===== config.mk =====
export PLATFORM = sky130hd
export DESIGN_NAME = ngs_rdiv
export DESIGN_NICKNAME = d
export VERILOG_FILES = /design/src/hw/rtl/nbody_gravity_euler_step_unit_defines.svh /design/src/hw/rtl/ngs_pkg.sv /design/src/hw/rtl/ngs_rdiv.sv
export SDC_FILE = /design/constraint.sdc
export NUM_CORES = 1
export LEC_CHECK = 0
export BUFFER_PORTS_ARGS = -buffer_cell sky130_fd_sc_hd__buf_4
export CAP_MARGIN = 20
export CORE_MARGIN = 4
export CORE_UTILIZATION = 50
export CTS_CLUSTER_DIAMETER = 30
export DETAILED_ROUTE_END_ITERATION = 6
export GPL_TIMING_DRIVEN = 0
export MAX_ROUTING_LAYER = met4
export PLACE_DENSITY = 0.69
export SLEW_MARGIN = 20
export SYNTH_ARGS = -nofsm -noshare
export SYNTH_HDL_FRONTEND = slang
export SYNTH_SLANG_ARGS = --single-unit

===== constraint.sdc =====
create_clock -name i_clk -period 18.7 [get_ports i_clk]
set_clock_uncertainty 0.2 [all_clocks]
set_input_delay 3.74 -clock i_clk [delete_from_list [all_inputs] [get_ports i_clk]]
set_output_delay 3.74 -clock i_clk [all_outputs]
set_load 0.02 [all_outputs]

===== src/hw/rtl/nbody_gravity_euler_step_unit_defines.svh =====
// Assertion macros for the n-body step unit.
// Needs a clock named i_clk and an active-low reset named i_rst_n in scope.
`ifndef NBODY_GRAVITY_EULER_STEP_UNIT_DEFINES_SVH
`define NBODY_GRAVITY_EULER_STEP_UNIT_DEFINES_SVH
`ifndef ASSERT_OFF
`define NGS_ASSERT_IMP(lbl, ante, cons) \
    lbl: assert property (@(posedge i_clk) disable iff (!i_rst_n) (ante) |-> (cons)) \
        else $error("assertion failed");
`define NGS_ASSERT_NXT(lbl, ante, cons) \
    lbl: assert property (@(posedge i_clk) disable iff (!i_rst_n) (ante) |=> (cons)) \
        else $error("assertion failed");
`else
`define NGS_ASSERT_IMP(lbl, ante, cons)
`define NGS_ASSERT_NXT(lbl, ante, cons)
`endif
`endif


===== src/hw/rtl/ngs_pkg.sv =====
// Shared types, codes and helpers of the n-body step unit.
// No dependencies.
package ngs_pkg;

    localparam logic [1:0] CFG_GAIN = 2'd0;
    localparam logic [1:0] CFG_STEP = 2'd1;
    localparam logic [1:0] CFG_SOFT = 2'd2;

    localparam logic MODE_LOAD = 1'b0;
    localparam logic MODE_TICK = 1'b1;

    localparam logic [15:0] GAIN_RST = 16'd7680;
    localparam logic [15:0] STEP_RST = 16'd1092;
    localparam logic [30:0] SOFT_RST = 31'd6554;

    localparam int SQRT_STEPS = 32;
    localparam int DIV_STEPS  = 65;

    typedef logic [2:0][31:0] t_vec;

    typedef struct packed {
        logic go;
        logic is_sqrt;
    } t_du_req;

    typedef enum logic [19:0] {
        S_IDLE  = 20'h00001,
        S_RDI   = 20'h00002,
        S_RDJ   = 20'h00004,
        S_SQR   = 20'h00008,
        S_ACC   = 20'h00010,
        S_SQRT  = 20'h00020,
        S_RMUL  = 20'h00040,
        S_CMULH = 20'h00080,
        S_CMULL = 20'h00100,
        S_CUBE  = 20'h00200,
        S_DEN   = 20'h00400,
        S_GM    = 20'h00800,
        S_NUM   = 20'h01000,
        S_DIV   = 20'h02000,
        S_FACC  = 20'h04000,
        S_NEXTJ = 20'h08000,
        S_VMUL  = 20'h10000,
        S_VADD  = 20'h20000,
        S_PMUL  = 20'h40000,
        S_PADD  = 20'h80000
    } t_state;

    function automatic logic signed [31:0] axis_get(input t_vec v, input logic [1:0] a);
        logic signed [31:0] r;
        case (a)
            2'd0:    r = v[0];
            2'd1:    r = v[1];
            default: r = v[2];
        endcase
        return r;
    endfunction

    function automatic t_vec axis_put(input t_vec v, input logic [1:0] a,
                                      input logic [31:0] x);
        t_vec r;
        r = v;
        case (a)
            2'd0:    r[0] = x;
            2'd1:    r[1] = x;
            default: r[2] = x;
        endcase
        return r;
    endfunction

    function automatic logic signed [31:0] sat32(input logic signed [55:0] v);
        logic signed [31:0] r;
        if (v > 56'sh0000_0000_7FFF_FFFF) begin
            r = 32'sh7FFF_FFFF;
        end else if (v < -56'sh0000_0000_8000_0000) begin
            r = -32'sh8000_0000;
        end else begin
            r = v[31:0];
        end
        return r;
    endfunction

endpackage


===== src/hw/rtl/ngs_rdiv.sv =====
// Shared iterative root and divide unit: restoring square root or long division.
// Depends on ngs_pkg.
module ngs_rdiv (
    input  logic             i_clk,
    input  logic             i_rst_n,
    input  ngs_pkg::t_du_req i_req,
    input  logic [64:0]      i_opa,
    input  logic [63:0]      i_den,
    output logic             o_done,
    output logic [64:0]      o_res
);
    logic        r_busy;
    logic        r_sqrt;
    logic [6:0]  r_cnt;
    logic [64:0] r_src;
    logic [65:0] r_rem;
    logic [64:0] r_res;
    logic        r_done;

    logic [65:0] n_cand;
    logic [65:0] n_sub;
    logic        n_ge;

    always_comb begin
        if (r_sqrt) begin
            n_cand = {r_rem[63:0], r_src[64:63]};
            n_sub  = {r_res[63:0], 2'b01};
        end else begin
            n_cand = {r_rem[64:0], r_src[64]};
            n_sub  = {2'b00, i_den};
        end
        n_ge = (n_cand >= n_sub);
    end

    always_ff @(posedge i_clk) begin
        if (!i_rst_n) begin
            r_busy <= 1'b0;
            r_done <= 1'b0;
            r_cnt  <= '0;
            r_sqrt <= 1'b0;
        end else begin
            r_done <= 1'b0;
            if (i_req.go) begin
                r_busy <= 1'b1;
                r_sqrt <= i_req.is_sqrt;
                r_cnt  <= i_req.is_sqrt ? 7'(ngs_pkg::SQRT_STEPS) : 7'(ngs_pkg::DIV_STEPS);
                r_src  <= i_opa;
                r_rem  <= '0;
                r_res  <= '0;
            end else if (r_busy) begin
                r_rem  <= n_ge ? (n_cand - n_sub) : n_cand;
                r_res  <= {r_res[63:0], n_ge};
                r_src  <= r_sqrt ? {r_src[62:0], 2'b00} : {r_src[63:0], 1'b0};
                r_cnt  <= r_cnt - 7'd1;
                if (r_cnt == 7'd1) begin
                    r_busy <= 1'b0;
                    r_done <= 1'b1;
                end
            end
        end
    end

    assign o_done = r_done;
    assign o_res  = r_res;
endmodule


# ---- Yosys cells after proc, flatten, opt, wreduce, memory -nomap -nowiden
# Cells that the tools add are included.
dict set report totals {
  reg_bits 205
  latch_bits 0
  ramBits 0
  mem_bits_ro 0
  in_bits 133
  memories 0
}
dict set report classes {
  n_addsub 2
  n_mul 0
  div 0
  n_lt_le_gt_ge 1
  eq_ne 1
  n_shift 0
  mux 15
  n_bitwise 2
  n_reduce_logical 3
}
# op n
set op_table {}
lappend op_table {{2-to-1 mux 65 bit} 6}
lappend op_table {{2-to-1 mux 66 bit} 2}
lappend op_table {{>= comparator 66 bit} 1}
lappend op_table {{subtractor 65 bit} 1}
lappend op_table {{2-to-1 mux 7 bit} 3}
lappend op_table {{equality test 7 x 1 -> 1 bit, second input constant} 1}
lappend op_table {{subtractor 7 x 1 -> 7 bit, second input constant} 1}
lappend op_table {{2-to-1 mux 1 bit} 4}
lappend op_table {{OR reduction 3 bit} 1}
lappend op_table {{inverter 1 bit} 2}
lappend op_table {{AND reduction 2 bit} 1}
lappend op_table {{nonzero test 2 bit} 1}

# ---- Depth between registers and ports, before layout
dict set report depth {
  depth_word 4
  depth_mapped 20
  ltp_nobuf 14
}

# ---- Worst setup path before layout
# OpenSTA, ideal clock, no wires.
dict set report synth_timing {
  kind {input to register}
  from {input port i_req[1] in the netlist's numbering}
  to {register r_busy}
  setup_ns 0.077
  arrival_ns 9.178
  t_required_ns 18.423
  slack_ns 9.245
  cell_stages 4
  path_buffers 2
  path_cell_list {clkbuf_1 -> clkbuf_1 -> o21a_1 -> o31a_1}
}
dict set report synth_via {
  elab_chain_cells 1
}
# item line
set synth_rtl {}
lappend synth_rtl {{from (decl)} ngs_rdiv.sv:6} ;# input ngs_pkg::t_du_req i_req,
lappend synth_rtl {{2-to-1 mux 1 bit} ngs_rdiv.sv:43} ;# if (i_req.go) begin
lappend synth_rtl {{to (signal assigned)} ngs_rdiv.sv:37} ;# r_busy <= 1'b0;
lappend synth_rtl {{to (signal assigned)} ngs_rdiv.sv:44} ;# r_busy <= 1'b1;
lappend synth_rtl {{to (signal assigned)} ngs_rdiv.sv:56} ;# r_busy <= 1'b0;
lappend synth_rtl {{to (decl)} ngs_rdiv.sv:12} ;# logic r_busy;
# No other way between the ends.
# A chain may end at the register's enable or synchronous reset.

# ---- Worst setup path in the final report
dict set report layout_timing {
  from {input port i_den[0]}
  to {register r_rem[35] (data pin)}
}
dict set report layout_via {
  elab_chain_cells 4
  word_cells_on_any_way 5
  cone_classes {add/sub (1); order compare (1); mux (3)}
}
# item line
set layout_rtl {}
lappend layout_rtl {{from (decl)} ngs_rdiv.sv:8} ;# input logic [63:0] i_den,
lappend layout_rtl {{2-to-1 mux 66 bit (*)} ngs_rdiv.sv:25} ;# if (r_sqrt) begin
lappend layout_rtl {{subtractor 65 bit or >= comparator 66 bit (tied branches)} {ngs_rdiv.sv:51, ngs_rdiv.sv:32}}
lappend layout_rtl {{2-to-1 mux 65 bit (*)} ngs_rdiv.sv:51} ;# r_rem <= n_ge ? (n_cand - n_sub) : n_cand;
lappend layout_rtl {{2-to-1 mux 65 bit (*)} ngs_rdiv.sv:50} ;# end else if (r_busy) begin
lappend layout_rtl {{to (signal assigned)} ngs_rdiv.sv:51}
lappend layout_rtl {{to (decl)} ngs_rdiv.sv:16} ;# logic [65:0] r_rem;
# Mark *: on every way between the ends. The rest lies on a longest branch, timed or not. The select of a mux whose other input is x is not followed.

==> results by group <==
Cells and area
  – Final #Nets: 1890
  – Layout filler cell count: 2359
  – Area of the multi-input gates: 7690 sq um
  – FF+latch area: 6060 sq um
  – Area growth, synth to finish: 26.6%
  – Layout cells sized above 1: 0.232
  – Ant. Diodes: 0
  – Core Util, Final: 0.645

Yosys
  – Top cells by area, synth: edfxtp_1, mux2i_1, nand2_1
  – Seq/Total Area, Yosys: 0.425
  – Cell area after synthesis: 14200 sq um
  – Main synth FF type: edfxtp_1
  – Top cell type's share of synthesized area: 0.411
  – Number of synthesized flops with an enable pin: 195
  – Yosys cell types: 82
  – Synth warn: 0
  – Most area-hungry cell type in the Yosys netlist: edfxtp_1
  – Post-Syn Nets: 1636
  – Synth async-reset ratio: 0
  – Number of synthesized register bits: 205
  – Cells after synthesis: 1434
  – Avg Cell Area, Syn: 9.93 sq um

Route
  – Vias per cell: 5.62
  – Drt drc: 0
  – Detailed Route WL: 39000 microns
  – Number of DRC markers in iteration 0: 843
  – Detail Route Antenna Nets: 0
  – First-pass iteration count of the detailed router: 6
  – Via count: 11848
  – Average wire per standard cell: 18.5 microns

STA
  – Final min period: 7.46 ns
  – Worst-margin pin slew: 1.03 ns
  – F_max: 134 MHz
  – Hold Fails Final Rpt: 0
  – Rel. slew slack: 0.315
  – Final Max Slew Viols: 0
  – RSZ-0062 raised after global routing: false
  – Setup TNS: 0 ns
  – Final Setup Violations: 0
  – Period utilization: 0.399

Die
  – Die X-Extent: 177 microns
  – Initial core utilization: 0.510
  – Top Ports: 199
  – Std-Cell Rows: 61
  – Die Span Y: 177 microns
  – Die area: 31300 sq um
  – Core Area: 27900 sq um

Hold path
  – Hold crit path type: register to register

Setup path
  – CP peak stage delay: 0.50 ns
  – Slowest cell on crit path: a21oi_1
  – Top delay family on crit path: compound AO/OA/AOI/OAI gates
  – Setup CP Type: primary input to register
  – Startpoint types: primary input
  – Worst Setup End Kind: register
  – Critical path buffers and inverters: 3
  – Worst endpoint required time: 18.89 ns
  – CP most frequent cell: a21oi_1
  – Crit-path cells: buf_4 > or2_2 > ha_1 > fa_1 > nor2b_1 > o211ai_1 > a21oi_1 > o21ai_0 > a21oi_1 > o2111ai_1 > a21oi_1 > o21a_1 > or2_1 > buf_6 > clkbuf_1 > nand2_1 > a21oi_1
  – Critical Path AT: 7.65 ns
  – CP Max Fanout: 10

Clock tree
  – Clk slew on worst S/H paths: 0.05 ns
  – Hold bufs inserted after CTS: 0
  – TritonCTS Sinks: 205
  – CTS H-tree depth: 2
  – Postcts setup bufs: 0
  – CTS root buffer: clkbuf_16
  – Deepest clock path buffer count: 3
  – Cells resized by post-CTS repair: 0
  – Clk_lat worst skew: 0.56 ns
  – CTS Buf Count: 51
  – CTS tree: built

Placed design
  – # port buffers: 197
  – Hpwl dp: 29200 microns
  – GPL Wtd Cong: 0.946

GRT
  – First-pass GRT wire length: 61800 microns
  – Pin count of the biggest net entering global routing: 52
  – Gr usage total: 0.251
  – Antenna violations before repair: 0
  – Vias in the first global route: 11891
  – Remaining global-route overflow: 0

Run
  – Max cap viols: 0

Pwr
  – P_leak: 0.00705 uW
  – VDD IR max: 0.0727 mV
  – PwrDens: 111 nW/um^2

Status
  – Status: completed
-- Yosys cell counts (all sizes together), types with 3 or more instances --
cell     number
mux2         65
or3           6
edfxtp      195
o211ai        8
xor2         20
ha           68
or2           3
a221o         3
nor2         40
and2          9
nand4        15
a21o         19
o2111a        3
o211a         3
a221oi        3
clkbuf       64
nand3        21
mux2i       126
a2111oi       3
nor4          4
o21ai       106
nor3         15
a21oi       140
nor2b        77
buf          21
and3          8
nand2b        6
nand2       228
o21a          7
inv          24
dfxtp        10
o21bai       15
a21boi        7
xnor2        45
a31oi         8
a211oi       10
-- kinds of logic (layout without fill, tap and decap cells) --
| kind of cell | after synthesis | count (layout) | synth area share |
|---|---|---|---|
| and+or+nand+nor | 437 | 437 | 0.144 |
| AOI/OAI and AO/OA | 357 | 357 | 0.155 |
| DFF | 205 | 205 | 0.425 |
| muxes | 191 | 191 | 0.140 |
| buffers and inverters | 110 | 406 | 0.0354 |
| adders and majority gates | 69 | 69 | 0.0611 |
| xor gates and xnor gates | 65 | 65 | 0.0400 |
-- final cells by class --
type	instances	area share
multi-input combinational	1119	0.427
sequential	205	0.336
timing repair buffer	201	0.0873
clock buffer	55	0.0734
tap	378	0.0262
buffer	86	0.0230
clock inverter	40	0.0226
inverter	24	0.00500
-- power breakdown --
| part | leakage (uW) | total (uW) | switching, uW | internal (uW) |
|---|---|---|---|---|
| clock | 0.000820 | 866 | 295 | 572 |
| sequential | 0.00198 | 581 | 21.2 | 560 |
| combinational | 0.00425 | 553 | 320 | 233 |
-- flip-flops by register name, summed over array words and instances, names as in the netlist --
signal  count
o_res      65
r_sqrt      1
r_busy      1
r_src      65
r_rem      65
o_done      1
r_cnt       7
-- worst reg2reg max path, stage by stage (launching register included) --
cell and delay, ns:
dfxtp_1 0.30, clkbuf_1 0.46, buf_6 0.27, clkbuf_1 0.61, clkbuf_1 0.82, mux2i_1 0.29
ha_1 0.25, buf_2 0.18, a21oi_1 0.17, o21ai_1 0.12, a41oi_1 0.23, o211ai_1 0.19
a2111o_1 0.45, o2111ai_1 0.29, a21oi_1 0.14, o21a_1 0.24, nor2_4 0.22, buf_2 0.35
buf_2 0.33, nand2_1 0.08, a21oi_1 0.15
-- layer usage --
layer | up-vias | global-route usage | part of all wire | wire (microns)
met3 | 72 | 0.0385 | 0.054 | 2110
li1 | 5784 | - | - | -
met1 | 5649 | 0.337 | 0.46 | 17800
met5 | - | - | 0 | 0
met2 | 343 | 0.393 | 0.46 | 18000
met4 | 0 | 0.0832 | 0.028 | 1100
-- per-stage QoR --
stage                     power [uW]  setup slack, ns  area, sq um  std cells  hold WS (ns)
final                           2000            11.24        18000       2108         0.295
after global routing            2100            11.04        18000       2108         0.339
after CTS                       2010            11.29        18000       2108         0.300
after detailed placement        1130            10.76        16300       2013         0.296
after global placement          1130             6.48        16200       2009         0.277
after floorplan                  990             9.24        14200       1434         0.271
-- path summary, 6_finish.rpt --
kind                               start        end  cells past startpoint  slack [ns]
worst max register to register    r_sqrt  r_rem[41]                     20       12.20
worst max-delay path            i_den[0]  r_rem[35]                     17       11.24
worst min register to register  r_cnt[1]   r_cnt[1]                      2        0.29
worst min-delay path            r_cnt[1]   r_cnt[1]                      2        0.29
-- cells in the final DEF (no fill, tap or decap), types with 9 or more instances in the layout --
cell type | synthesis | final
nand2_1 | 228 | 228
buf_4 | 0 | 197
edfxtp_1 | 195 | 195
a21oi_1 | 137 | 137
mux2i_1 | 126 | 126
o21ai_0 | 101 | 101
nor2b_1 | 77 | 77
ha_1 | 68 | 68
mux2_2 | 65 | 65
clkbuf_1 | 62 | 64
clkbuf_16 | 0 | 52
xnor2_1 | 45 | 45
nor2_1 | 38 | 38
inv_1 | 24 | 24
nand3_1 | 21 | 21
xor2_1 | 20 | 20
a21o_1 | 19 | 19
nand4_1 | 15 | 15
o21bai_1 | 15 | 15
nor3_1 | 14 | 14
clkinv_4 | 0 | 10
clkinvlp_4 | 0 | 10
dfxtp_1 | 10 | 10
a211oi_1 | 9 | 9
clkinv_2 | 0 | 9
No activity file was read; power rests on OpenSTA's default activity.
